===== config.mk =====
export PLATFORM = sky130hd
export DESIGN_NAME = two_cluster_nearest_centroid
export DESIGN_NICKNAME = d
export VERILOG_FILES = /design/src/rtl/core/tcnc_pkg.sv /design/src/rtl/core/tcnc_mul.sv /design/src/rtl/core/tcnc_store.sv /design/src/rtl/core/tcnc_seq.sv /design/src/rtl/core/two_cluster_nearest_centroid.sv
export SDC_FILE = /design/constraint.sdc
export NUM_CORES = 2
export LEC_CHECK = 0
export ABC_AREA = 1
export BUFFER_PORTS_ARGS = -buffer_cell sky130_fd_sc_hd__buf_2
export CAP_MARGIN = 20
export CORE_MARGIN = 8
export CORE_UTILIZATION = 54
export DETAILED_ROUTE_END_ITERATION = 12
export HOLD_SLACK_MARGIN = 0.15
export PLACE_DENSITY_LB_ADDON = 0.25
export SETUP_SLACK_MARGIN = 0.2
export SYNTH_ARGS = -nofsm -noshare
export SYNTH_HDL_FRONTEND = slang
export SYNTH_SLANG_ARGS = --single-unit

===== constraint.sdc =====
create_clock -name clk -period 18.6 [get_ports clk]
set_clock_uncertainty 0.05 [all_clocks]
set_input_delay 2.79 -clock clk [delete_from_list [all_inputs] [get_ports clk]]
set_output_delay 2.79 -clock clk [all_outputs]
set_load 0.05 [all_outputs]

===== src/rtl/core/tcnc_pkg.sv =====
// ----------------------------------------------------------------------------
// tcnc_pkg
// Shared types, widths and codes of the two-cluster nearest-centroid block.
// ----------------------------------------------------------------------------
package tcnc_pkg;

  localparam int CoordW  = 8;
  localparam int SumW    = 18;
  localparam int CntW    = 11;
  localparam int CntMax  = 2047;
  localparam int ProdW   = 19;
  localparam int DistW   = 39;
  localparam int MulW    = 22;
  localparam int SplitW  = 20;
  localparam int HiW     = DistW - SplitW;
  localparam int TermW   = 61;
  localparam int PartW   = SplitW + MulW;
  localparam int HiProdW = HiW + MulW;

  localparam int DefMaxPoints = 1024;
  localparam int DefCoordBits = 8;

  typedef enum logic [1:0] {
    CMD_ADD_A    = 2'd0,
    CMD_ADD_B    = 2'd1,
    CMD_CLASSIFY = 2'd2,
    CMD_CLEAR    = 2'd3
  } cmd_t;

  typedef enum logic [1:0] {
    VERDICT_A     = 2'd0,
    VERDICT_B     = 2'd1,
    VERDICT_TIE   = 2'd2,
    VERDICT_EMPTY = 2'd3
  } verdict_t;

  typedef enum logic [1:0] {
    ST_IDLE,
    ST_CALC,
    ST_DONE
  } state_t;

  typedef enum logic [3:0] {
    STP_MUL_AX,
    STP_MUL_AY,
    STP_SQ_DAX,
    STP_SQ_DAY,
    STP_MUL_BX,
    STP_MUL_BY,
    STP_SQ_DBX,
    STP_SQ_DBY,
    STP_SQ_CA,
    STP_SQ_CB,
    STP_TA_LO,
    STP_TA_HI,
    STP_TB_LO,
    STP_TB_HI,
    STP_TB_SUM,
    STP_CMP
  } step_t;

  typedef struct packed {
    logic [SumW-1:0] sum_ax;
    logic [SumW-1:0] sum_ay;
    logic [SumW-1:0] sum_bx;
    logic [SumW-1:0] sum_by;
    logic [CntW-1:0] count_a;
    logic [CntW-1:0] count_b;
  } stats_t;

endpackage


===== src/rtl/core/tcnc_mul.sv =====
// ----------------------------------------------------------------------------
// tcnc_mul
// Shared unsigned multiplier with a registered product.
// ----------------------------------------------------------------------------
module tcnc_mul (
  input  logic                        clk,
  input  logic [tcnc_pkg::MulW-1:0]   a,
  input  logic [tcnc_pkg::MulW-1:0]   b,
  output logic [2*tcnc_pkg::MulW-1:0] p
);

  always_ff @(posedge clk) begin
    p <= a * b;
  end

endmodule


===== src/rtl/core/tcnc_store.sv =====
// ----------------------------------------------------------------------------
// tcnc_store
// Coordinate sums and point counts of both clusters; add and clear words.
// ----------------------------------------------------------------------------
module tcnc_store #(
  parameter int MAX_POINTS = tcnc_pkg::DefMaxPoints
) (
  input  logic                          clk,
  input  logic                          rst,
  input  logic                          wr,
  input  tcnc_pkg::cmd_t                cmd,
  input  logic [tcnc_pkg::CoordW-1:0]   x,
  input  logic [tcnc_pkg::CoordW-1:0]   y,
  output tcnc_pkg::stats_t              stats
);

  localparam logic [tcnc_pkg::CntW-1:0] Limit = tcnc_pkg::CntW'(
    (MAX_POINTS < tcnc_pkg::CntMax) ? MAX_POINTS : tcnc_pkg::CntMax);

  logic [tcnc_pkg::SumW:0] ax_sum, ay_sum, bx_sum, by_sum;
  logic                    ok_a, ok_b;

  assign ax_sum = {1'b0, stats.sum_ax} + (tcnc_pkg::SumW+1)'(x);
  assign ay_sum = {1'b0, stats.sum_ay} + (tcnc_pkg::SumW+1)'(y);
  assign bx_sum = {1'b0, stats.sum_bx} + (tcnc_pkg::SumW+1)'(x);
  assign by_sum = {1'b0, stats.sum_by} + (tcnc_pkg::SumW+1)'(y);

  assign ok_a = (stats.count_a < Limit) && !ax_sum[tcnc_pkg::SumW]
                && !ay_sum[tcnc_pkg::SumW];
  assign ok_b = (stats.count_b < Limit) && !bx_sum[tcnc_pkg::SumW]
                && !by_sum[tcnc_pkg::SumW];

  always_ff @(posedge clk) begin
    if (rst) begin
      stats <= '0;
    end else if (wr) begin
      case (cmd)
        tcnc_pkg::CMD_ADD_A: begin
          if (ok_a) begin
            stats.count_a <= stats.count_a + 1'b1;
            stats.sum_ax  <= ax_sum[tcnc_pkg::SumW-1:0];
            stats.sum_ay  <= ay_sum[tcnc_pkg::SumW-1:0];
          end
        end
        tcnc_pkg::CMD_ADD_B: begin
          if (ok_b) begin
            stats.count_b <= stats.count_b + 1'b1;
            stats.sum_bx  <= bx_sum[tcnc_pkg::SumW-1:0];
            stats.sum_by  <= by_sum[tcnc_pkg::SumW-1:0];
          end
        end
        tcnc_pkg::CMD_CLEAR: begin
          stats <= '0;
        end
        default: begin
        end
      endcase
    end
  end

endmodule


===== src/rtl/core/tcnc_seq.sv =====
// ----------------------------------------------------------------------------
// tcnc_seq
// Classify sequencer: drives the shared multiplier through sixteen steps,
// forms both scaled distances and cross terms, and holds the result word.
// ----------------------------------------------------------------------------
module tcnc_seq (
  input  logic                          clk,
  input  logic                          rst,
  input  logic                          in_valid,
  input  tcnc_pkg::cmd_t                cmd,
  input  logic [tcnc_pkg::CoordW-1:0]   x,
  input  logic [tcnc_pkg::CoordW-1:0]   y,
  input  tcnc_pkg::stats_t              stats,
  output logic                          in_stall,
  output logic                          out_valid,
  input  logic                          out_stall,
  output tcnc_pkg::verdict_t            verdict,
  output logic [tcnc_pkg::MulW-1:0]     mul_a,
  output logic [tcnc_pkg::MulW-1:0]     mul_b,
  input  logic [2*tcnc_pkg::MulW-1:0]   mul_p
);

  tcnc_pkg::state_t   state, state_next;
  tcnc_pkg::step_t    step;
  tcnc_pkg::verdict_t result;

  logic [tcnc_pkg::CoordW-1:0]  qx, qy;
  logic [tcnc_pkg::ProdW-1:0]   dreg;
  logic [tcnc_pkg::DistW-1:0]   acc, dist_a;
  logic [tcnc_pkg::MulW-1:0]    sq_a, sq_b;
  logic [tcnc_pkg::PartW-1:0]   part;
  logic [tcnc_pkg::TermW-1:0]   ta, tb;
  logic [tcnc_pkg::ProdW-1:0]   sum_sel, diff;
  logic [tcnc_pkg::TermW-1:0]   term;
  logic                         accept, classify, empty, load_out, last_step;

  assign accept    = in_valid && !in_stall;
  assign classify  = accept && (cmd == tcnc_pkg::CMD_CLASSIFY);
  assign empty     = (stats.count_a == '0) || (stats.count_b == '0);
  assign last_step = (step == tcnc_pkg::STP_CMP);

  always_comb begin
    state_next = state;
    unique case (state)
      tcnc_pkg::ST_IDLE: begin
        if (classify) begin
          state_next = empty ? tcnc_pkg::ST_DONE : tcnc_pkg::ST_CALC;
        end
      end
      tcnc_pkg::ST_CALC: begin
        if (last_step) begin
          state_next = tcnc_pkg::ST_DONE;
        end
      end
      tcnc_pkg::ST_DONE: begin
        if (!out_valid || !out_stall) begin
          state_next = tcnc_pkg::ST_IDLE;
        end
      end
      default: state_next = tcnc_pkg::ST_IDLE;
    endcase
  end

  always_comb begin
    in_stall = (state != tcnc_pkg::ST_IDLE);
    load_out = (state == tcnc_pkg::ST_DONE) && (!out_valid || !out_stall);
  end

  always_comb begin
    mul_a   = '0;
    mul_b   = '0;
    sum_sel = '0;
    unique case (step) inside
      tcnc_pkg::STP_MUL_AX: begin
        mul_a = tcnc_pkg::MulW'(stats.count_a);
        mul_b = tcnc_pkg::MulW'(qx);
      end
      tcnc_pkg::STP_MUL_AY: begin
        mul_a   = tcnc_pkg::MulW'(stats.count_a);
        mul_b   = tcnc_pkg::MulW'(qy);
        sum_sel = tcnc_pkg::ProdW'(stats.sum_ax);
      end
      tcnc_pkg::STP_SQ_DAX: begin
        mul_a   = tcnc_pkg::MulW'(dreg);
        mul_b   = tcnc_pkg::MulW'(dreg);
        sum_sel = tcnc_pkg::ProdW'(stats.sum_ay);
      end
      tcnc_pkg::STP_SQ_DAY, tcnc_pkg::STP_SQ_DBY: begin
        mul_a = tcnc_pkg::MulW'(dreg);
        mul_b = tcnc_pkg::MulW'(dreg);
      end
      tcnc_pkg::STP_MUL_BX: begin
        mul_a = tcnc_pkg::MulW'(stats.count_b);
        mul_b = tcnc_pkg::MulW'(qx);
      end
      tcnc_pkg::STP_MUL_BY: begin
        mul_a   = tcnc_pkg::MulW'(stats.count_b);
        mul_b   = tcnc_pkg::MulW'(qy);
        sum_sel = tcnc_pkg::ProdW'(stats.sum_bx);
      end
      tcnc_pkg::STP_SQ_DBX: begin
        mul_a   = tcnc_pkg::MulW'(dreg);
        mul_b   = tcnc_pkg::MulW'(dreg);
        sum_sel = tcnc_pkg::ProdW'(stats.sum_by);
      end
      tcnc_pkg::STP_SQ_CA: begin
        mul_a = tcnc_pkg::MulW'(stats.count_a);
        mul_b = tcnc_pkg::MulW'(stats.count_a);
      end
      tcnc_pkg::STP_SQ_CB: begin
        mul_a = tcnc_pkg::MulW'(stats.count_b);
        mul_b = tcnc_pkg::MulW'(stats.count_b);
      end
      tcnc_pkg::STP_TA_LO: begin
        mul_a = tcnc_pkg::MulW'(dist_a[tcnc_pkg::SplitW-1:0]);
        mul_b = mul_p[tcnc_pkg::MulW-1:0];
      end
      tcnc_pkg::STP_TA_HI: begin
        mul_a = tcnc_pkg::MulW'(dist_a[tcnc_pkg::DistW-1:tcnc_pkg::SplitW]);
        mul_b = sq_b;
      end
      tcnc_pkg::STP_TB_LO: begin
        mul_a = tcnc_pkg::MulW'(acc[tcnc_pkg::SplitW-1:0]);
        mul_b = sq_a;
      end
      tcnc_pkg::STP_TB_HI: begin
        mul_a = tcnc_pkg::MulW'(acc[tcnc_pkg::DistW-1:tcnc_pkg::SplitW]);
        mul_b = sq_a;
      end
      tcnc_pkg::STP_TB_SUM, tcnc_pkg::STP_CMP: begin
      end
      default: begin
      end
    endcase
  end

  assign diff = (mul_p[tcnc_pkg::ProdW-1:0] >= sum_sel)
                ? mul_p[tcnc_pkg::ProdW-1:0] - sum_sel
                : sum_sel - mul_p[tcnc_pkg::ProdW-1:0];

  assign term = tcnc_pkg::TermW'(part)
                + (tcnc_pkg::TermW'(mul_p[tcnc_pkg::HiProdW-1:0]) << tcnc_pkg::SplitW);

  always_ff @(posedge clk) begin
    if (rst) begin
      state     <= tcnc_pkg::ST_IDLE;
      step      <= tcnc_pkg::STP_MUL_AX;
      out_valid <= 1'b0;
    end else begin
      state <= state_next;
      if (state == tcnc_pkg::ST_CALC) begin
        step <= last_step ? tcnc_pkg::STP_MUL_AX : tcnc_pkg::step_t'(step + 1'b1);
      end
      if (load_out) begin
        out_valid <= 1'b1;
      end else if (!out_stall) begin
        out_valid <= 1'b0;
      end
    end
  end

  always_ff @(posedge clk) begin
    if (accept) begin
      qx <= x;
      qy <= y;
    end
    if (classify && empty) begin
      result <= tcnc_pkg::VERDICT_EMPTY;
    end
    if (load_out) begin
      verdict <= result;
    end
    if (state == tcnc_pkg::ST_CALC) begin
      case (step) inside
        tcnc_pkg::STP_MUL_AY, tcnc_pkg::STP_SQ_DAX,
        tcnc_pkg::STP_MUL_BY, tcnc_pkg::STP_SQ_DBX: dreg <= diff;
        tcnc_pkg::STP_SQ_DAY, tcnc_pkg::STP_SQ_DBY:
          acc <= mul_p[tcnc_pkg::DistW-1:0];
        tcnc_pkg::STP_MUL_BX, tcnc_pkg::STP_SQ_CA:
          acc <= acc + mul_p[tcnc_pkg::DistW-1:0];
        default: begin
        end
      endcase
      case (step) inside
        tcnc_pkg::STP_MUL_BY: dist_a <= acc;
        tcnc_pkg::STP_SQ_CB:  sq_a   <= mul_p[tcnc_pkg::MulW-1:0];
        tcnc_pkg::STP_TA_LO:  sq_b   <= mul_p[tcnc_pkg::MulW-1:0];
        tcnc_pkg::STP_TA_HI, tcnc_pkg::STP_TB_HI:
          part <= mul_p[tcnc_pkg::PartW-1:0];
        tcnc_pkg::STP_TB_LO:  ta <= term;
        tcnc_pkg::STP_TB_SUM: tb <= term;
        tcnc_pkg::STP_CMP: begin
          if (ta == tb) begin
            result <= tcnc_pkg::VERDICT_TIE;
          end else if (ta < tb) begin
            result <= tcnc_pkg::VERDICT_A;
          end else begin
            result <= tcnc_pkg::VERDICT_B;
          end
        end
        default: begin
        end
      endcase
    end
  end

  a_calc_ends: assert property (@(posedge clk) disable iff (rst)
    (state == tcnc_pkg::ST_CALC && last_step) |=> (state == tcnc_pkg::ST_DONE))
    else $error("sequencer did not finish after the compare step");

  a_empty_short: assert property (@(posedge clk) disable iff (rst)
    (classify && empty) |=> (state == tcnc_pkg::ST_DONE
                             && result == tcnc_pkg::VERDICT_EMPTY))
    else $error("empty cluster classify did not short cut");

  a_stats_hold: assert property (@(posedge clk) disable iff (rst)
    (state == tcnc_pkg::ST_CALC) |-> $stable(stats))
    else $error("cluster state changed during classify");

  a_load_from_done: assert property (@(posedge clk) disable iff (rst)
    $rose(out_valid) |-> $past(state == tcnc_pkg::ST_DONE))
    else $error("result word appeared without a finished classify");

endmodule


===== src/rtl/core/two_cluster_nearest_centroid.sv =====
// ----------------------------------------------------------------------------
// two_cluster_nearest_centroid
// Two-cluster nearest-centroid classifier.
//
// Input channel (in_valid / in_stall) carries one command word: cmd, x_coord,
// y_coord. Add words put the point into cluster A or B (ignored when the
// cluster is full or a coordinate sum would overflow 18 bits); a clear word
// empties both clusters. Add and clear give no result.
// A classify word gives one verdict word on the output channel (out_valid /
// out_stall): 0 nearer A, 1 nearer B, 2 equal distance, 3 a cluster empty.
// With a cluster empty the sequencer goes straight to the output load;
// otherwise it runs sixteen sequencer steps (four coordinate products,
// four squares, two count squares and four half cross products on the one
// shared 22x22 multiplier, then a final sum and the compare) and the output
// load. in_stall is high while a classify is in progress, so a classify
// holds the input until its verdict is loaded. A result waiting on a stalled receiver
// is held in the output register; a later classify then holds in its final
// state until that register is taken.
// Reset clears all sums, counts and the output valid flag.
// ----------------------------------------------------------------------------
module two_cluster_nearest_centroid #(
  parameter int MAX_POINTS = tcnc_pkg::DefMaxPoints,
  parameter int COORD_BITS = tcnc_pkg::DefCoordBits
) (
  input  logic                        clk,
  input  logic                        rst,
  input  logic                        in_valid,
  output logic                        in_stall,
  input  logic [1:0]                  cmd,
  input  logic [tcnc_pkg::CoordW-1:0] x_coord,
  input  logic [tcnc_pkg::CoordW-1:0] y_coord,
  output logic                        out_valid,
  input  logic                        out_stall,
  output logic [1:0]                  verdict
);

  localparam logic [tcnc_pkg::CoordW-1:0] CoordMask = tcnc_pkg::CoordW'(
    (COORD_BITS >= tcnc_pkg::CoordW) ? ((1 << tcnc_pkg::CoordW) - 1)
                                     : ((1 << COORD_BITS) - 1));

  logic [tcnc_pkg::CoordW-1:0]   x_m, y_m;
  logic [tcnc_pkg::MulW-1:0]     mul_a, mul_b;
  logic [2*tcnc_pkg::MulW-1:0]   mul_p;
  tcnc_pkg::stats_t              stats;
  tcnc_pkg::cmd_t                cmd_c;
  tcnc_pkg::verdict_t            verdict_c;
  logic                          wr;

  assign x_m     = x_coord & CoordMask;
  assign y_m     = y_coord & CoordMask;
  assign cmd_c   = tcnc_pkg::cmd_t'(cmd);
  assign wr      = in_valid && !in_stall;
  assign verdict = verdict_c;

  tcnc_store #(
    .MAX_POINTS(MAX_POINTS)
  ) u_store (
    .clk  (clk),
    .rst  (rst),
    .wr   (wr),
    .cmd  (cmd_c),
    .x    (x_m),
    .y    (y_m),
    .stats(stats)
  );

  tcnc_mul u_mul (
    .clk(clk),
    .a  (mul_a),
    .b  (mul_b),
    .p  (mul_p)
  );

  tcnc_seq u_seq (
    .clk      (clk),
    .rst      (rst),
    .in_valid (in_valid),
    .cmd      (cmd_c),
    .x        (x_m),
    .y        (y_m),
    .stats    (stats),
    .in_stall (in_stall),
    .out_valid(out_valid),
    .out_stall(out_stall),
    .verdict  (verdict_c),
    .mul_a    (mul_a),
    .mul_b    (mul_b),
    .mul_p    (mul_p)
  );

endmodule


Word-level counts from Yosys, hierarchy flattened
Cells that the tools add are included.
Widths: inputs -> output; s select.
{ "op_classes": {"add_sub_neg": 11, "mul": 1, "n_lt_le_gt_ge": 4, "n_eq_ne": 27, "muxes": 33, "bitwise": 6, "n_reduce_logical": 47} }
{ "ops": {"columns": ["cell", "count"], "rows": [
  ["$pmux 22 s8", 1],
  ["$pmux 36 s2", 2],
  ["$pmux 20 s7", 1],
  ["$mux 39", 2],
  ["$add 18x8->19", 4],
  ["$mux 36", 2],
  ["$pmux 18 s4", 1],
  ["$add 42x61->61", 1],
  ["$eq 61x61->1", 1],
  ["$lt 61x61->1", 1],
  ["$pmux 11 s2", 2],
  ["$mul 20x22->42", 1],
  ["$add 39x39->39", 1],
  ["$eq 4x4->1 const B", 8],
  ["$mux 2", 14],
  ["$add 11x1->11 const B", 2],
  ["$logic_not 11->1", 2],
  ["$lt 11x11->1 const B", 2],
  ["$mux 11", 2],
  ["$ge 19x18->1", 1],
  ["$mux 19", 1],
  ["$sub 18x19->19", 1],
  ["$sub 19x18->19", 1],
  ["$eq 4x3->1 const B", 4],
  ["other kinds (25)", 71]
]} }
{ "word_totals": {"regBits": 468, "in_bits": 22, "out_inout_bits": 4, "word_cells": 151} }

Logic depth before layout (Yosys ltp)
{ "logic_depth": {"word_depth": 14, "ltp_mapped": 40, "ltp_nobuf": 38} }

Cells and area by module
From an unflattened synthesis, not the netlist that was laid out.
{ "hier_totals": {"hier_cells": 6241, "hier_area_um2": 46905.0} }
{ "by_module_without_submodules": {"columns": ["module", "instances", "cells_each", "area_each_um2", "seq_area_each_um2"], "rows": [
  ["tcnc_seq", 1, 2576, 21500.6, 9879.5],
  ["tcnc_mul", 1, 2396, 17944.7, 880.8],
  ["tcnc_store", 1, 1267, 7449.6, 1881.8],
  ["two_cluster_nearest_centroid", 1, 2, 10.0, 0.0]
]} }

Worst setup path after synthesis
Ideal clock, no wire load.
{ "synth_path": {"path_type": "register to register", "start": "register u_seq.step[1]", "end": "register u_seq.tb[0] (netlist bit) (enable)", "setup_ns": 0.631, "arrival_time_ns": 7.254, "required_ns": 17.919, "slack_ns": 10.665, "path_stages_with_launch": 13, "n_path_buf": 3, "synth_period_minus_slack_ns": 7.935, "path_cell_list": "dfxtp_1 -> inv_1 -> ha_1 -> clkbuf_1 -> inv_1 -> nor2_4 -> buf_4 -> buf_4 -> inv_1 -> nand2_1 -> nor2_1 -> inv_1 -> nor4_1"} }
{ "synth_via": {"elab_chain_cells": 4, "word_cells_on_any_way": 14, "cone_classes": "7 x eq/ne; 5 x bitwise; 2 x reduce/logical"} }
{ "synth_lines": {"columns": ["item", "line", "text"], "rows": [
  ["start, declared", "tcnc_seq.sv:24", "tcnc_pkg::step_t step;"],
  ["start signal, assigned", "tcnc_seq.sv:147", "step <= tcnc_pkg::STP_MUL_AX;"],
  ["start signal, assigned", "tcnc_seq.sv:152", "step <= last_step ? tcnc_pkg::STP_MUL_AX : tcnc_pkg::step_t'(step + 1'b1);"],
  ["$eq 4x4->1 (no source line)", null, null],
  ["$reduce_or 2->1", "tcnc_seq.sv:184", "case (step) inside"],
  ["$not 1->1 (no source line)", null, null],
  ["$reduce_and 7->1 (no source line) (*)", null, null],
  ["end signal, assigned", "tcnc_seq.sv:191", "tcnc_pkg::STP_TB_SUM: tb <= term;"],
  ["end, declared", "tcnc_seq.sv:32", "logic [tcnc_pkg::TermW-1:0] ta, tb;"]
]} }
Every way passes the cells marked *; elsewhere a longest branch is shown, timed or not.
A chain may end at the register's enable or synchronous reset.

Final worst setup path
{ "layout_path": {"start": "register u_seq.step[1]", "end": "register u_mul.p[39] (netlist bit)"} }
{ "layout_via": {"elab_chain_cells": 4, "word_cells_on_any_way": 23, "cone_classes": "1 x mul; 13 x eq/ne; 2 x mux; 7 x reduce/logical"} }
{ "layout_lines": {"columns": ["item", "line", "text"], "rows": [
  ["$eq 4x3->1 (no source line), or another cell as far along", null, null],
  ["$reduce_or 4->1 (no source line), or another cell as far along", null, null],
  ["$pmux 22 s8 or $pmux 20 s7 (tied branches)", "tcnc_seq.sv:73", "unique case (step) inside"],
  ["$mul 20x22->42 (*)", "tcnc_mul.sv:13", "p <= a * b;"],
  ["end signal, assigned", "tcnc_mul.sv:13", null],
  ["end, declared", "tcnc_mul.sv:9", "output logic [2*tcnc_pkg::MulW-1:0] p"]
]} }
Marked as above.

==> results.py <==
metrics = {
    "status": {
        "status": "complete, no violations",
    },
    "yosys": {
        "async_reset_ff_share_pct": 0,
        "syn-instance-count": 5690,
        "yosysSeqAreaShare_pct": 28.42,
        "yosys-top-cells-area": "edfxtp_1 (22%), fa_1 (16%), nand2_1 (13%)",
        "synth.distinct_cells": 65,
        "syn_avg_cell_area_um2": 7.792,
        "synth_warnings": 0,
        "synth_edf_count": 323,
        "synth_top_area_share_pct": 21.88,
        "yosysTopAreaCell": "edfxtp_1",
        "ys_top_cells_by_count": "nand2_1 (1559), inv_1 (1011), nor2_1 (545)",
        "syn_nets": 6426,
        "yosysMostFrequentCell": "nand2_1",
        "synth-seq-cells": 468,
        "syn_area_mm2": 0.04434,
        "synthFlopType": "edfxtp_1",
    },
    "setup_path": {
        "cp_common_cell": "fa_1",
        "rr_startpoint": "u_seq.step[1]",
        "worstPathMaxFanout": 21,
        "critPathKind": "reg -> reg",
        "cpPeakStageDelay_ns": 0.60,
        "cp_data_required_time_ns": 19.07,
        "cp-start-kind": "flop",
        "r2r_slack_ns": 9.65,
        "cp_slowest_cell": "fa_1",
        "worst_ep_arrival_time_ns": 9.42,
        "cp-end-kind": "flop",
        "reg2reg_to": "u_mul.p[39]",
        "reg2reg_depth": 28,
    },
    "clock_tree": {
        "clk_pin_slew_ns": 0.06,
        "root_buffer": "clkbuf_16",
        "cts_hold_buf": 0,
        "numCtsBuffers": 54,
        "h-tree-depth": 2,
        "clk_path_buf_depth": 3,
        "tritoncts": "done",
        "post_cts_buffers": 0,
        "cts.sinks": 468,
        "clock_latency_ns": 0.64,
        "cts_resized": 0,
    },
    "sta": {
        "min_period_ns": 8.947,
        "fin_hold_ws_ns": 0.3969,
        "rsz0062_at_grt": "no",
        "tightest_slew_ns": 0.9864,
        "period_share_pct": 48.10,
        "finalHoldViolations": 0,
        "fmax_mhz": 111.8,
        "setup_viol": 0,
        "drv_slew": 0,
        "slew_headroom_pct": 33.55,
        "final.setup.tns_ns": 0,
    },
    "die": {
        "start_util_pct": 54.26,
        "core-area_mm2": 0.08172,
        "die_x_um": 302.5,
        "dieHeight_um": 302.5,
        "ioPinCount": 26,
        "core.rowCount": 105,
        "die_area_mm2": 0.09153,
    },
    "grt": {
        "grt_pass1_vias": 37132,
        "grt_max_degree": 62,
        "grt_use_total_pct": 30.75,
        "antenna_found_initial": 4,
        "grt_pass1_wl_mm": 216.4,
        "overflow": 0,
    },
    "placement": {
        "globalplace.congestion": 1.024,
        "io_buffers": 25,
        "dp_hpwl_mm": 111.5,
    },
    "finish": {
        "layout-drive-gt1-share_pct": 4.620,
        "multi_input_area_mm2": 0.02699,
        "area.growth.synth_to_final_pct": 6.434,
        "regArea_mm2": 0.01260,
        "fill_cells": 7745,
        "nets": 6405,
    },
    "power_and_ir_drop": {
        "power_w": 0.002494,
        "power.leakage_nw": 23.23,
        "peakVddDrop_mv": 0.07262,
        "power.density_mw_per_mm2": 52.84,
    },
    "drt": {
        "dr.pass1.iters": 6,
        "dr.first_iter.drc_count": 3972,
        "drt-total-wl_mm": 140.8,
        "drc_errors": 0,
        "avgRoutedWirePerCell_um": 20.75,
        "num_vias": 38150,
        "antenna_left": 0,
        "vias_per_cell": 5.623,
    },
    "worst_hold_path": {
        "min-delay-start": "u_seq.part[0]",
        "hold_path.class": "reg -> reg",
        "min_to": "u_seq.ta[0]",
        "hold_depth": 0,
    },
    "job": {
        "maxCapViolCount": 0,
    },
}
layout make-up:
| type | count | area share [%] |
|---|---|---|
| sequential | 468 | 26.70 |
| clock buffer | 70 | 3.227 |
| timing repair buffer | 70 | 1.008 |
| inverter | 1047 | 8.333 |
| clock inverter | 31 | 0.6893 |
| tap | 1070 | 2.837 |
| antenna | 1 | 0.005303 |
| multi-input combinational | 4028 | 57.20 |
metrics by stage:
stage	utilization, %	setup WS [ns]	std cells	cell area (um^2)
final	57.75	9.653	6785	47190
after global placement	55.46	9.796	6682	45320
after floorplan	-	10.67	5690	44340
after global routing	57.75	9.141	6784	47190
after detailed placement	55.46	9.752	6682	45320
after CTS	57.72	9.722	6783	47170
cell families (layout without fill, tap and decap cells):
kind of cell,after synthesis,in the layout,share of synthesized area [%]
compound gates,600,600,7.938
xor+xnor,132,132,2.607
fa+ha+maj,714,714,26.31
buf+inv,1194,1218,10.83
flops,468,468,28.42
other cells,0,1,0
simple gates,2582,2582,23.89
power breakdown:
group	internal (W)	switching [W]	leakage (nW)
clock network	0.000638	0.000464	0.909
logic	0.0000794	0.000182	18.2
registers	0.00112	0.0000107	4.10
flip-flops by register name, summed over array words and instances (netlist names):
| name | count |
|---|---|
| u_seq.result | 2 |
| u_seq.ta | 61 |
| u_seq.sq_a | 22 |
| u_seq.state | 2 |
| u_store.stats | 94 |
| u_seq.dist_a | 39 |
| u_seq.sq_b | 22 |
| u_seq.part | 42 |
| u_seq.acc | 39 |
| u_seq.qy | 8 |
| u_seq.tb | 61 |
| u_mul.p | 42 |
| u_seq.verdict | 2 |
| u_seq.dreg | 19 |
| u_seq.step | 4 |
| u_seq.out_valid | 1 |
| u_seq.qx | 8 |
per-layer routing:
metal | wire [um] | share of wire, % | up-vias | track usage, %
met5 | 13 | 0.0092 | - | 0
met4 | 5850 | 4.2 | 2 | 11.36
met3 | 13840 | 9.8 | 298 | 6.369
met2 | 63590 | 45 | 1724 | 49.59
met1 | 57510 | 41 | 18219 | 40.84
li1 | - | - | 17907 | -
worst max path at each step:
stage                  start          end  slack [ns]  depth (start not counted)
4_1_cts        u_seq.step[1]  u_mul.p[34]        9.72                         29
3_3_place_gp   u_seq.step[1]  u_mul.p[36]        9.80                         29
6_report       u_seq.step[1]  u_mul.p[39]        9.65                         28
2_1_floorplan  u_seq.step[1]  u_seq.tb[0]       10.67                         12
5_1_grt        u_seq.step[1]  u_mul.p[36]        9.14                         32
3_5_place_dp   u_seq.step[1]  u_mul.p[34]        9.75                         29
critical path: cells and delay by family (launching register included):
| family | cells | cell delay (ns) |
|---|---|---|
| adders and majority gates | 9 | 4.51 |
| and+or+nand+nor | 9 | 1.91 |
| buffers and inverters | 6 | 1.30 |
| AOI/OAI and AO/OA | 4 | 0.72 |
| DFF | 1 | 0.34 |
cells in the final DEF, fill, tap and decap left out, drive strengths merged, types with 3 or more instances in the layout:
cell        n
and3        6
a31oi       5
buf        70
o21bai     23
and2        3
nand3b     19
xnor2      39
nand4      53
clkbuf     70
ha        350
nor2      555
o211ai      9
inv      1047
a211oi      5
or2        14
nor3       54
a21o       21
o22ai      35
bufinv      4
xor2       93
a22o        8
nand2    1573
nor4       17
a21oi     286
o2111ai     6
nand3     282
clkinv     26
fa        364
a21boi      6
a221oi     14
edfxtp    323
o21a        7
a22oi      15
o21ai     154
dfxtp     145
No activity file was read; power rests on OpenSTA's default activity.
